<file path="src/rtl/sfcs_pkg.sv">
// shared types, constants and tables for the frame check and split unit
// no dependencies; imported by every module of the unit
`timescale 1ns / 1ps
`default_nettype none

package sfcs_pkg;

    // frame geometry
    localparam int FRAME_BITS   = 80;
    localparam int BYTE_BITS    = 8;
    localparam int FRAME_BYTES  = FRAME_BITS / BYTE_BITS;
    localparam int DATA_END     = 64;
    localparam int LAST_START   = 60;
    localparam int FIRST_ID_POS = 2;
    localparam int ID_BITS      = 4;
    localparam int PAYLOAD_MAX  = 58;
    localparam int LEN_W        = 6;
    localparam int POS_W        = 7;

    // crc geometry
    localparam int CRC_WIDTH = 12;
    localparam int CRC_REG   = 16;
    localparam int CRC_DATA  = 68;
    localparam int CRC_SPLIT = CRC_DATA / 2;
    localparam int CRC_FLUSH = 16;
    localparam logic [CRC_REG-1:0]   CRC_POLY = 16'hD010;
    localparam logic [CRC_WIDTH-1:0] CRC_XOR  = 12'h955;

    // result status codes
    localparam logic [2:0] ST_PAYLOAD  = 3'd0;
    localparam logic [2:0] ST_CRC_FAIL = 3'd1;
    localparam logic [2:0] ST_NOT_INFO = 3'd2;
    localparam logic [2:0] ST_BAD_ID   = 3'd3;
    localparam logic [2:0] ST_NO_ROOM  = 3'd4;

    localparam logic [LEN_W-1:0] NO_LEN = '0;

    typedef struct packed {
        logic [63:0] frame_low;
        logic [15:0] frame_high;
    } t_in_beat;

    typedef struct packed {
        logic [2:0]             status;
        logic [ID_BITS-1:0]     message_id;
        logic [LEN_W-1:0]       payload_length;
        logic [PAYLOAD_MAX-1:0] payload_bits;
        logic                   last;
    } t_out_beat;

    // after byte reorder and partial crc
    typedef struct packed {
        logic [FRAME_BITS-1:0] bits;
        logic [CRC_WIDTH-1:0]  crc_part_a;
        logic [CRC_WIDTH-1:0]  crc_part_b;
    } t_s1;

    // after crc compare and id decode
    typedef struct packed {
        logic                   crc_ok;
        logic                   not_info;
        logic                   two;
        logic                   has2;
        logic                   room2;
        logic [ID_BITS-1:0]     id1;
        logic [LEN_W-1:0]       len1;
        logic [PAYLOAD_MAX-1:0] win1;
        logic [ID_BITS-1:0]     id2;
        logic [LEN_W-1:0]       len2;
        logic [PAYLOAD_MAX-1:0] win2;
    } t_dec;

    // both results of one frame
    typedef struct packed {
        t_out_beat first;
        t_out_beat second;
        logic      two;
    } t_pair;

    // payload length per message id
    function automatic logic [LEN_W-1:0] len_of(input logic [ID_BITS-1:0] id);
        logic [LEN_W-1:0] len;
        case (id)
            4'd0:    len = 6'd32;
            4'd1:    len = 6'd22;
            4'd2:    len = 6'd58;
            4'd3:    len = 6'd32;
            4'd4:    len = 6'd27;
            4'd5:    len = 6'd58;
            4'd6:    len = 6'd27;
            4'd7:    len = 6'd22;
            4'd8:    len = 6'd58;
            4'd9:    len = 6'd58;
            4'd10:   len = 6'd27;
            default: len = NO_LEN;
        endcase
        return len;
    endfunction

    // crc contribution of each data bit on its own, flush shifts included
    function automatic logic [CRC_DATA*CRC_WIDTH-1:0] crc_matrix();
        logic [CRC_DATA*CRC_WIDTH-1:0] m;
        logic [CRC_REG-1:0]            crc;
        logic                          low;
        m = '0;
        for (int b = 0; b < CRC_DATA; b++) begin
            crc = '0;
            for (int j = CRC_DATA - 1; j >= 0; j--) begin
                low = crc[0];
                crc = crc >> 1;
                if (j == b) begin
                    crc[CRC_REG-1] = ~crc[CRC_REG-1];
                end
                if (low) begin
                    crc = crc ^ CRC_POLY;
                end
            end
            for (int z = 0; z < CRC_FLUSH; z++) begin
                low = crc[0];
                crc = crc >> 1;
                if (low) begin
                    crc = crc ^ CRC_POLY;
                end
            end
            m[b*CRC_WIDTH +: CRC_WIDTH] = crc[CRC_WIDTH-1:0];
        end
        return m;
    endfunction

    localparam logic [CRC_DATA*CRC_WIDTH-1:0] CRC_MATRIX = crc_matrix();

endpackage

`default_nettype wire

</file>
<file path="src/rtl/sis_frame_check_and_split_unit.sv">
// top level: crc checked frame payload splitter, four register stages
// depends on sfcs_pkg, sfcs_check, sfcs_decode, sfcs_extract, sfcs_split
//
//  channel | direction | handshake                | beat
//  --------+-----------+--------------------------+-------------------------
//  in      | input     | i_in_valid / o_in_stall  | i_in_beat  (t_in_beat)
//  out     | output    | o_out_valid / i_out_stall| o_out_beat (t_out_beat)
//
// a frame enters every cycle while o_in_stall is low; a frame with one result
// leaves one beat, one with two results holds the output register for a
// second beat, so the single output register sets the frame rate.
// synchronous active-low reset clears only the stage valid bits and the pending flag.
// a stall on the out channel freezes each stage whose following stages all hold frames.
`timescale 1ns / 1ps
`default_nettype none

module sis_frame_check_and_split_unit
    import sfcs_pkg::*;
(
    input  wire logic     i_clk,
    input  wire logic     i_rst_n,
    input  wire logic     i_in_valid,
    output logic          o_in_stall,
    input  wire t_in_beat i_in_beat,
    output logic          o_out_valid,
    input  wire logic     i_out_stall,
    output t_out_beat     o_out_beat
);

    logic  s1_valid;
    logic  s1_stall;
    t_s1   s1_data;
    logic  s2_valid;
    logic  s2_stall;
    t_dec  s2_data;
    logic  s3_valid;
    logic  s3_stall;
    t_pair s3_data;

    sfcs_check u_check (
        .i_clk   (i_clk),
        .i_rst_n (i_rst_n),
        .i_valid (i_in_valid),
        .i_beat  (i_in_beat),
        .o_stall (o_in_stall),
        .o_valid (s1_valid),
        .o_data  (s1_data),
        .i_stall (s1_stall)
    );

    sfcs_decode u_decode (
        .i_clk   (i_clk),
        .i_rst_n (i_rst_n),
        .i_valid (s1_valid),
        .i_data  (s1_data),
        .o_stall (s1_stall),
        .o_valid (s2_valid),
        .o_data  (s2_data),
        .i_stall (s2_stall)
    );

    sfcs_extract u_extract (
        .i_clk   (i_clk),
        .i_rst_n (i_rst_n),
        .i_valid (s2_valid),
        .i_data  (s2_data),
        .o_stall (s2_stall),
        .o_valid (s3_valid),
        .o_data  (s3_data),
        .i_stall (s3_stall)
    );

    sfcs_split u_split (
        .i_clk   (i_clk),
        .i_rst_n (i_rst_n),
        .i_valid (s3_valid),
        .i_pair  (s3_data),
        .o_stall (s3_stall),
        .o_valid (o_out_valid),
        .o_beat  (o_out_beat),
        .i_stall (i_out_stall)
    );

    // error results always close the frame
    a_error_is_last: assert property (@(posedge i_clk) disable iff (!i_rst_n)
        o_out_valid && (o_out_beat.status != ST_PAYLOAD) |-> o_out_beat.last)
        else $error("error result without last");

    // error results carry no id, length or bits
    a_error_is_empty: assert property (@(posedge i_clk) disable iff (!i_rst_n)
        o_out_valid && (o_out_beat.status != ST_PAYLOAD)
        |-> (o_out_beat.message_id == '0) && (o_out_beat.payload_length == '0)
            && (o_out_beat.payload_bits == '0))
        else $error("error result with payload fields set");

    // a payload result always has a table length
    a_payload_has_len: assert property (@(posedge i_clk) disable iff (!i_rst_n)
        o_out_valid && (o_out_beat.status == ST_PAYLOAD)
        |-> (o_out_beat.payload_length != NO_LEN))
        else $error("payload result with zero length");

    // the second result of a frame follows the first with no gap
    a_second_follows: assert property (@(posedge i_clk) disable iff (!i_rst_n)
        o_out_valid && !i_out_stall && !o_out_beat.last |=> o_out_valid)
        else $error("second result of a frame missing");

endmodule

`default_nettype wire

</file>
<file path="src/rtl/sfcs_check.sv">
// stage 1: byte-wise bit reversal of the frame and two partial crc sums
// depends on sfcs_pkg
`timescale 1ns / 1ps
`default_nettype none

module sfcs_check
    import sfcs_pkg::*;
(
    input  wire logic     i_clk,
    input  wire logic     i_rst_n,
    input  wire logic     i_valid,
    input  wire t_in_beat i_beat,
    output logic          o_stall,
    output logic          o_valid,
    output t_s1           o_data,
    input  wire logic     i_stall
);

    logic [FRAME_BITS-1:0] raw;
    t_s1                   n_data;
    t_s1                   r_data;
    logic                  r_valid;

    assign raw = {i_beat.frame_high, i_beat.frame_low};

    // reverse bits in each byte, then xor the per-bit crc columns per half
    always_comb begin
        n_data = '0;
        for (int b = 0; b < FRAME_BYTES; b++) begin
            for (int k = 0; k < BYTE_BITS; k++) begin
                n_data.bits[b*BYTE_BITS + k] = raw[b*BYTE_BITS + BYTE_BITS - 1 - k];
            end
        end
        for (int i = 0; i < CRC_SPLIT; i++) begin
            if (n_data.bits[i]) begin
                n_data.crc_part_a = n_data.crc_part_a ^ CRC_MATRIX[i*CRC_WIDTH +: CRC_WIDTH];
            end
        end
        for (int i = CRC_SPLIT; i < CRC_DATA; i++) begin
            if (n_data.bits[i]) begin
                n_data.crc_part_b = n_data.crc_part_b ^ CRC_MATRIX[i*CRC_WIDTH +: CRC_WIDTH];
            end
        end
    end

    assign o_stall = r_valid & i_stall;

    // stage register
    always_ff @(posedge i_clk) begin
        if (!i_rst_n) begin
            r_valid <= 1'b0;
        end else if (!o_stall) begin
            r_valid <= i_valid;
        end
    end

    always_ff @(posedge i_clk) begin
        if (!o_stall && i_valid) begin
            r_data <= n_data;
        end
    end

    assign o_valid = r_valid;
    assign o_data  = r_data;

endmodule

`default_nettype wire

</file>
<file path="src/rtl/sfcs_decode.sv">
// stage 2: crc compare, id and length lookup for both payload slots,
// payload windows aligned msb first; depends on sfcs_pkg
`timescale 1ns / 1ps
`default_nettype none

module sfcs_decode
    import sfcs_pkg::*;
(
    input  wire logic i_clk,
    input  wire logic i_rst_n,
    input  wire logic i_valid,
    input  wire t_s1  i_data,
    output logic      o_stall,
    output logic      o_valid,
    output t_dec      o_data,
    input  wire logic i_stall
);

    logic [CRC_WIDTH-1:0] want;
    logic [DATA_END-1:0]  dm;
    logic [DATA_END-1:0]  sh2;
    logic [POS_W-1:0]     pos2;
    logic [ID_BITS-1:0]   id1;
    logic [LEN_W-1:0]     len1;
    t_dec                 n_data;
    t_dec                 r_data;
    logic                 r_valid;

    // received crc, first bit most significant
    always_comb begin
        for (int j = 0; j < CRC_WIDTH; j++) begin
            want[CRC_WIDTH-1-j] = i_data.bits[CRC_DATA + j];
        end
    end

    // data region in msb-first order: frame position p sits at bit 63-p
    always_comb begin
        for (int i = 0; i < DATA_END; i++) begin
            dm[DATA_END-1-i] = i_data.bits[i];
        end
    end

    // first slot id and its table length
    assign id1  = dm[DATA_END-1-FIRST_ID_POS -: ID_BITS];
    assign len1 = len_of(id1);

    // second slot starts right after the first payload
    assign pos2 = POS_W'(FIRST_ID_POS + ID_BITS) + POS_W'(len1);
    assign sh2  = dm << pos2;

    always_comb begin
        n_data          = '0;
        n_data.crc_ok   = ((i_data.crc_part_a ^ i_data.crc_part_b ^ CRC_XOR) == want);
        n_data.not_info = i_data.bits[0];
        n_data.two      = i_data.bits[1];
        n_data.id1      = id1;
        n_data.len1     = len1;
        n_data.win1     = dm[DATA_END-1-FIRST_ID_POS-ID_BITS -: PAYLOAD_MAX];
        n_data.has2     = (pos2 <= POS_W'(LAST_START));
        n_data.id2      = sh2[DATA_END-1 -: ID_BITS];
        n_data.len2     = len_of(n_data.id2);
        n_data.win2     = sh2[DATA_END-1-ID_BITS -: PAYLOAD_MAX];
        n_data.room2    = ((pos2 + POS_W'(ID_BITS) + POS_W'(n_data.len2))
                           <= POS_W'(DATA_END));
    end

    assign o_stall = r_valid & i_stall;

    // stage register
    always_ff @(posedge i_clk) begin
        if (!i_rst_n) begin
            r_valid <= 1'b0;
        end else if (!o_stall) begin
            r_valid <= i_valid;
        end
    end

    always_ff @(posedge i_clk) begin
        if (!o_stall && i_valid) begin
            r_data <= n_data;
        end
    end

    assign o_valid = r_valid;
    assign o_data  = r_data;

endmodule

`default_nettype wire

</file>
<file path="src/rtl/sfcs_extract.sv">
// stage 3: payload right alignment and forming of the one or two results
// depends on sfcs_pkg
`timescale 1ns / 1ps
`default_nettype none

module sfcs_extract
    import sfcs_pkg::*;
(
    input  wire logic i_clk,
    input  wire logic i_rst_n,
    input  wire logic i_valid,
    input  wire t_dec i_data,
    output logic      o_stall,
    output logic      o_valid,
    output t_pair     o_data,
    input  wire logic i_stall
);

    logic [PAYLOAD_MAX-1:0] bits1;
    logic [PAYLOAD_MAX-1:0] bits2;
    t_pair                  n_data;
    t_pair                  r_data;
    logic                   r_valid;

    // drop the window bits beyond each payload length
    assign bits1 = i_data.win1 >> (LEN_W'(PAYLOAD_MAX) - i_data.len1);
    assign bits2 = i_data.win2 >> (LEN_W'(PAYLOAD_MAX) - i_data.len2);

    // result selection in the order the checks apply
    always_comb begin
        n_data = '0;
        n_data.first.last = 1'b1;
        if (!i_data.crc_ok) begin
            n_data.first.status = ST_CRC_FAIL;
        end else if (i_data.not_info) begin
            n_data.first.status = ST_NOT_INFO;
        end else if (i_data.len1 == NO_LEN) begin
            n_data.first.status = ST_BAD_ID;
        end else begin
            n_data.first.status         = ST_PAYLOAD;
            n_data.first.message_id     = i_data.id1;
            n_data.first.payload_length = i_data.len1;
            n_data.first.payload_bits   = bits1;
            if (i_data.two && i_data.has2) begin
                n_data.first.last  = 1'b0;
                n_data.two         = 1'b1;
                n_data.second.last = 1'b1;
                if (i_data.len2 == NO_LEN) begin
                    n_data.second.status = ST_BAD_ID;
                end else if (!i_data.room2) begin
                    n_data.second.status = ST_NO_ROOM;
                end else begin
                    n_data.second.status         = ST_PAYLOAD;
                    n_data.second.message_id     = i_data.id2;
                    n_data.second.payload_length = i_data.len2;
                    n_data.second.payload_bits   = bits2;
                end
            end
        end
    end

    assign o_stall = r_valid & i_stall;

    // stage register
    always_ff @(posedge i_clk) begin
        if (!i_rst_n) begin
            r_valid <= 1'b0;
        end else if (!o_stall) begin
            r_valid <= i_valid;
        end
    end

    always_ff @(posedge i_clk) begin
        if (!o_stall && i_valid) begin
            r_data <= n_data;
        end
    end

    assign o_valid = r_valid;
    assign o_data  = r_data;

endmodule

`default_nettype wire

</file>
<file path="src/rtl/sfcs_split.sv">
// output register that sends the one or two results of a frame as beats
// depends on sfcs_pkg
`timescale 1ns / 1ps
`default_nettype none

module sfcs_split
    import sfcs_pkg::*;
(
    input  wire logic  i_clk,
    input  wire logic  i_rst_n,
    input  wire logic  i_valid,
    input  wire t_pair i_pair,
    output logic       o_stall,
    output logic       o_valid,
    output t_out_beat  o_beat,
    input  wire logic  i_stall
);

    logic      r_valid;
    logic      r_pend;
    t_out_beat r_beat;
    t_out_beat r_next;
    logic      out_take;
    logic      can_load;

    assign out_take = r_valid & ~i_stall;
    // a new frame loads when empty or once the last beat of the held one leaves
    assign can_load = ~r_valid | (out_take & ~r_pend);
    assign o_stall  = ~can_load;

    // control
    always_ff @(posedge i_clk) begin
        if (!i_rst_n) begin
            r_valid <= 1'b0;
            r_pend  <= 1'b0;
        end else if (can_load) begin
            r_valid <= i_valid;
            r_pend  <= i_valid & i_pair.two;
        end else if (out_take) begin
            r_pend <= 1'b0;
        end
    end

    // beat and the waiting second result
    always_ff @(posedge i_clk) begin
        if (can_load && i_valid) begin
            r_beat <= i_pair.first;
            r_next <= i_pair.second;
        end else if (out_take && r_pend) begin
            r_beat <= r_next;
        end
    end

    assign o_valid = r_valid;
    assign o_beat  = r_beat;

endmodule

`default_nettype wire
</file>
<file path="config.mk">
export PLATFORM = sky130hd
export DESIGN_NAME = sis_frame_check_and_split_unit
export DESIGN_NICKNAME = d
export VERILOG_FILES = /design/src/rtl/sfcs_pkg.sv /design/src/rtl/sis_frame_check_and_split_unit.sv /design/src/rtl/sfcs_check.sv /design/src/rtl/sfcs_decode.sv /design/src/rtl/sfcs_extract.sv /design/src/rtl/sfcs_split.sv
export SDC_FILE = /design/constraint.sdc
export NUM_CORES = 1
export LEC_CHECK = 0
export BUFFER_PORTS_ARGS = -buffer_cell sky130_fd_sc_hd__clkbuf_2
export CORE_MARGIN = 1.5
export CORE_UTILIZATION = 45
export CTS_CLUSTER_SIZE = 28
export DETAILED_ROUTE_END_ITERATION = 10
export PLACE_DENSITY = 0.71
export SYNTH_ARGS = -nofsm -noshare
export SYNTH_HDL_FRONTEND = slang
export SYNTH_SLANG_ARGS = --single-unit
</file>
<file path="constraint.sdc">
create_clock -name i_clk -period 14.3 [get_ports i_clk]
set_input_delay 2.86 -clock i_clk [delete_from_list [all_inputs] [get_ports i_clk]]
set_output_delay 2.86 -clock i_clk [all_outputs]
set_load 0.02 [all_outputs]
</file>
==> results of run 1 <==
==> critical path, delay by kind of cell <==
family          cells  cell delay (ns)
compound gates      1             0.31
buf+inv             2             0.33
simple gates        1             0.23
==> registers in the layout, indices dropped and copies added (netlist names) <==
signal and cells:
u_extract.o_data 140, u_decode.o_data 139, u_check.o_data 100, u_split.o_beat 71, u_split.r_next 70, u_decode.len1 5, u_check.o_valid 1, u_decode.o_valid 1
u_extract.o_valid 1, u_split.o_valid 1, u_split.r_pend 1
==> report_power, final <==
part	internal [mW]	switching (mW)
Combinational	0.899	1.42
Sequential	1.86	0.104
Clock	0.833	0.593
Total	3.59	2.11
==> cell type report <==
cell class / count / area, µm² / area share, %
Clock buffer: 71 / 1460 / 4.32
Clock inverter: 31 / 352 / 1.04
Inverter: 24 / 93.8 / 0.278
Multi-Input combinational cell: 1816 / 13900 / 41.1
Sequential cell: 530 / 15800 / 46.9
Tap cell: 873 / 1090 / 3.24
Timing Repair Buffer: 192 / 1050 / 3.11
==> final timing paths <==
check,startpoint,endpoint,cells past startpoint
worst max-delay path,i_out_stall,o_in_stall,4
worst min-delay path,u_extract.o_data[60],u_split.r_next[59],0
worst max register to register,u_decode.len1[4],u_decode.o_data[136],19
worst min register to register,u_extract.o_data[60],u_split.r_next[59],0
==> cell usage after synthesis (6+ instances only) <==
cell	number	area, µm²
mux4_2	145	3270
buf_2	34	170
a211oi_1	27	203
edfxtp_1	520	15600
nor3_1	15	75.1
a311oi_1	15	131
o22ai_1	20	125
buf_6	6	67.6
mux2_2	64	721
o21ai_1	9	45.0
inv_1	20	75.1
nor2b_1	11	68.8
nand3_1	52	260
o21a_1	11	82.6
o21ai_0	72	360
a21oi_1	98	490
o32a_1	13	130
nand4_1	7	43.8
a31oi_1	14	87.6
o22a_1	11	96.3
and3_1	8	50.1
buf_1	16	60.1
a22oi_1	17	128
nor2_1	277	1040
ha_1	25	313
nand2_1	424	1590
clkbuf_1	102	383
and2_1	20	125
xnor2_1	173	1520
o221ai_1	11	96.3
dfxtp_1	10	200
o211ai_1	36	270
nand2b_1	7	43.8
xor2_1	48	420
mux2i_1	128	1280
==> logic make-up (layout without fill, tap and decap cells) <==
logic type / Yosys count / in the layout / synth area share, %
and+or+nand+nor: 838 / 838 / 11.3
adders and majority gates: 26 / 26 / 1.09
xor gates and xnor gates: 224 / 224 / 6.59
buffers and inverters: 189 / 318 / 2.84
DFF: 530 / 530 / 52.0
muxes: 345 / 345 / 17.9
AOI/OAI and AO/OA: 383 / 383 / 8.32
==> per-layer routing <==
| metal | global-route usage [%] | share of wire (%) | vias up |
|---|---|---|---|
| met2 | 40.4 | 48 | 1083 |
| met5 | 0 | 0 | - |
| met1 | 34.0 | 41 | 10600 |
| met4 | 9.51 | 4.0 | 0 |
| met3 | 2.75 | 6.9 | 147 |
| li1 | - | - | 9604 |
==> metrics by stage <==
stage,utilization (%),power [mW]
2_1_floorplan,-,3.65
3_3_place_gp,47.6,4.23
3_5_place_dp,47.6,4.25
4_1_cts,50.3,5.68
5_1_grt,50.3,5.97
6_report,50.3,5.70
==> impl_metrics.yaml, run 1 <==
global_route:
  grt_pass1_wl_mm: 130
  overflow: 0
  grt_pass1_vias: 20400
  grt_use_total_pct: 24.7
  antenna_found_initial: 0
  grt_max_degree: 89
cells_and_area:
  drive_gt1_share_pct: 19.7
  stdcell_count: 3537
  area_delta_synth_final_pct: 11.0
  nNetsFinal: 2729
  postLayoutCellArea_um2: 33800
  final_common_cell: "edfxtp_1"
  num_antenna_cells: 0
  mostFrequentLayoutCells: "edfxtp_1, nand2_1, nor2_1"
  fillerInstances: 5777
critical_path:
  required_ns: 11.44
  crit_slowest_cell: "o211a_1"
  path_cells: "clkbuf_2, o211a_1, and3_1, clkbuf_2"
  start_kind: "input pin"
  cp_slowest_stage_delay_ns: 0.31
  arrival_ns: 3.74
  worstSetupEndpointType: "output port"
  critPathKind: "in -> out"
  path_common_cell: "clkbuf_2"
  crit_fanout: 5
  r2r_slack_ns: 8.01
logic_synthesis:
  netlist_area_um2: 30400
  ys_ff_latch: 530
  synthFlopType: "edfxtp_1"
  async_flop_share_pct: 0
  yosysSeqAreaShare_pct: 52.0
  yosysWarningCount: 0
  synthDistinctLibCells: 75
  avgSynthCellArea_um2: 12.0
  synth_edf_count: 520
  synth.net_count: 2645
  netlist_instances: 2535
timing:
  setup_viol: 0
  period_minus_slack_ns: 6.60
  hold_violations: 0
  tightest_slew_ns: 1.16
  rsz0062_at_grt: "no"
  slew_headroom_pct: 22.1
  fmax_mhz: 151
  period_share_pct: 46.2
  fin_worst_skew_ns: 0.0288
  timing.hold.ws_ns: 0.415
  finalMaxSlewViolations: 0
  setup_ws_ns: 7.70
  setup_tns_ns: 0
die:
  die_h_um: 263
  core_um2: 67000
  num_rows: 95
  initial_core_util_pct: 45.4
  pin_count: 158
  die_area_um2: 69200
  die_w_um: 263
power:
  power_density_nw_per_um2: 169
  ir_drop_v: 0.000103
  leakage_nw: 12.2
run_status:
  status: "completed"
cts:
  cts_tree: "built"
  cts.repair.resized: 0
  clock_latency_ns: 0.62
  h-tree-depth: 2
  cts_buffers: 55
  clk_pin_slew_worst_paths_ns: 0.06
  cts_setup_buffers: 0
  cts_hold_buf: 0
  cts-root-buf: "clkbuf_16"
  cts_buffer_depth: 3
  cts_sinks: 530
placed_design:
  dpl.cell_count: 3435
  io_buffers: 157
  place_area_um2: 31900
  place.gp.congestion: 0.934
  hpwl_mm: 65.1
  dp_slack_ns: 7.70
routing:
  vias: 21400
  wirelength_mm: 86.8
  drc: 0
  dr.pass1.iters: 6
  first_iter_violations: 2490
  viasPerCell: 6.05
  antenna_left: 0
  routedWlPerCell_um: 24.5
run:
  drv_cap: 0
hold_path:
  hp-class: "reg -> reg"
Note: power is estimated with default switching activity, not from simulation.
==> run 2: changes to the inputs <==
--- a/config.mk
+++ b/config.mk
@@ -5,6 +5,7 @@
 export SDC_FILE = /design/constraint.sdc
 export NUM_CORES = 1
 export LEC_CHECK = 0
+export ABC_AREA = 1
 export BUFFER_PORTS_ARGS = -buffer_cell sky130_fd_sc_hd__clkbuf_2
 export CORE_MARGIN = 1.5
 export CORE_UTILIZATION = 45
==> constraint.sdc (replaced) <==
create_clock -name i_clk -period 5.7 [get_ports i_clk]
set_input_delay 1.14 -clock i_clk [delete_from_list [all_inputs] [get_ports i_clk]]
set_output_delay 1.14 -clock i_clk [all_outputs]
set_load 0.02 [all_outputs]
==> run 2 against run 1 <==
  * First-iteration DRC count up 36%
  * Register-to-register slack got worse by 7.0 ns
  * Synthesized cell count up 41%
  * Count of clock-buffer cells in the layout down 7
  * Synthesized area is 2.8% higher
  * Sequential share of layout area down 0.75 points
  * Hold slack lost 0.0013 ns
  * Critical path type is now reg -> reg
  * Largest power group unchanged
==> impl_metrics.yaml, run 2 <==
cts:
  cts-root-buf: "clkbuf_16"
  cts_buffer_depth: 3
  cts.repair.resized: 0
  clock_latency_ns: 0.61
  cts_tree: "built"
  cts_sinks: 530
  cts_buffers: 54
  h-tree-depth: 2
  cts_setup_buffers: 0
  cts_hold_buf: 0
  clk_pin_slew_worst_paths_ns: 0.07
logic_synthesis:
  synthFlopType: "edfxtp_1"
  synth_top_area_share_pct: 49.9
  synthDistinctLibCells: 50
  yosys-top-cells-count: "nand2_1, nand3_1, edfxtp_1"
  yosysSeqAreaShare_pct: 50.6
  netlist_instances: 3572
  synthMostInstantiatedCell: "nand2_1"
  synth_edf_count: 520
  netlist_area_um2: 31300
  async_flop_share_pct: 0
  synthTopCellsByArea: "edfxtp_1, nand2_1, nand3_1, xnor2_1, o21ai_0"
  synth_area_leader_cell: "edfxtp_1"
  ys_ff_latch: 530
  yosysWarningCount: 0
  synth.net_count: 3682
  avgSynthCellArea_um2: 8.75
cells_and_area:
  drive_gt1_share_pct: 9.74
  postLayoutCellArea_um2: 34300
  num_antenna_cells: 0
  nNetsFinal: 3711
  mostFrequentLayoutCells: "nand2_1, nand3_1, edfxtp_1"
  area_delta_synth_final_pct: 9.68
  stdcell_count: 4575
  largest_register_ffs: 140
  final_common_cell: "nand2_1"
routing:
  viasPerCell: 5.56
  vias: 25400
  first_iter_violations: 3379
  routedWlPerCell_um: 19.8
  antenna_left: 0
  wirelength_mm: 90.7
  drc: 0
  dr.pass1.iters: 6
die:
  die_h_um: 267
  core_um2: 68700
  die_area_um2: 71100
  initial_core_util_pct: 45.5
  pin_count: 158
  die_w_um: 267
  num_rows: 96
placed_design:
  io_buffers: 157
  place_area_um2: 32600
  dp_slack_ns: 1.05
  hpwl_mm: 68.5
  dpl.cell_count: 4476
  place.gp.congestion: 1.02
timing:
  fmax_mhz: 214
  period_share_pct: 82.1
  setup_viol: 0
  hold_violations: 0
  tightest_slew_ns: 0.918
  setup_tns_ns: 0
  slew_headroom_pct: 38.8
  setup_ws_ns: 1.02
  period_minus_slack_ns: 4.68
  finalMaxSlewViolations: 0
  fin_worst_skew_ns: 0.0260
  rsz0062_at_grt: "no"
critical_path:
  critPathKind: "reg -> reg"
  start_kind: "flip-flop"
  crit_fanout: 41
  required_ns: 6.12
  r2r_slack_ns: 1.02
  worstSetupEndpointType: "flip-flop"
  arrival_ns: 5.11
power:
  power_density_nw_per_um2: 407
  finalPower_mw: 14.0
  internal-power_mw: 8.31
  clkPwrFrac_pct: 24.3
  leakage_nw: 13.5
  comb_power_share_pct: 40.5
  sw_frac_of_total_pct: 40.5
  share_seq_of_total_power_pct: 35.2
  p_sw_mw: 5.65
  ir_drop_v: 0.000321
global_route:
  grt_pass1_wl_mm: 137
  grt_pass1_vias: 22900
  grt_use_total_pct: 25.4
  grt_max_degree: 141
  overflow: 0
  antenna_found_initial: 3
run_status:
  status: "completed"
run:
  drv_cap: 0
hold_path:
  hp-class: "reg -> reg"
==> run 2: changes by cell type in the layout (fill, tap and decap cells not counted), moves of 30 or more <==
cell     previous run  this run
nand3_1            52       563
mux4_2            145         0
o21ai_0            72       212
nand2_1           423      1132
a21oi_1            97        43
mux2i_1           128        66
nor2_1            277       143
inv_1              18       102
mux2_2             64         0
xnor2_1           165       195
xor2_1             43       100
==> run 2: path summary, 6_finish.rpt <==
kind / start / to / cells past startpoint
setup reg to reg: u_decode.len1[0] / u_decode.o_data[136] / 24
setup / recovery: u_decode.len1[0] / u_decode.o_data[136] / 24
hold / removal: u_extract.o_data[68] / u_split.r_next[67] / 0
hold reg to reg: u_extract.o_data[68] / u_split.r_next[67] / 0
==> run 2: worst max-delay path, stage by stage, from the launching register on <==
cell and delay [ns]:
dfxtp_2 0.41, inv_2 0.58, buf_4 0.30, nand2_1 0.05, o21ai_0 0.09, nand2_1 0.10, nand3_1 0.12, nand3_1 0.08
nand2_1 0.16, nand2_1 0.06, nand3_1 0.10, nand2_1 0.17, ha_1 0.24, inv_1 0.06, nand3_1 0.08, nand2_1 0.09
and2_1 0.20, ha_1 0.25, ha_1 0.22, fa_1 0.46, a21oi_1 0.15, nor2_1 0.05, nor2_1 0.12, nor2_1 0.06
o31ai_1 0.24
==> run 2: area by class of cell <==
type,instances,area [µm²]
multi-input combinational,2684,14000
fill,6563,34400
sequential,530,15800
inverter,129,492
timing repair buffer,202,1160
clock inverter,35,297
tap,931,1160
clock buffer,64,1390
==> run 2: cell families after synthesis <==
family | Yosys count | share of synthesized area (%)
buffers and inverters | 358 | 5.00
flip-flops | 530 | 50.6
AO/OA/AOI/OAI | 370 | 6.75
adder cells (fa/ha/maj) | 26 | 1.06
multiplexers | 66 | 2.11
XOR/XNOR | 301 | 8.54
AND/OR/NAND/NOR | 1921 | 26.0
==> run 2: layer usage <==
layer,global-route usage [%],vias up,wire length (µm)
li1,-,12200,-
met1,34.9,11900,37700
met2,39.7,1180,40900
met3,4.06,171,8130
met4,10.8,2,3990
met5,0,-,13
==> run 2: through the flow <==
step	hold slack, ns	util [%]
global placement	0.401	47.5
detailed placement	0.405	47.5
CTS	0.409	49.9
finish	0.413	49.9
floorplan	0.400	-
global route	0.424	49.9
==> run 2: power by group through the flow <==
stage                     Combinational (mW)  Sequential (mW)  Clock (mW)
after floorplan                         4.13             4.88           0
after global placement                  5.47             4.99           0
after detailed placement                5.50             4.99           0
after CTS                               5.54             4.91        3.44
after global routing                    6.22             4.93        3.59
final                                   5.66             4.91        3.39
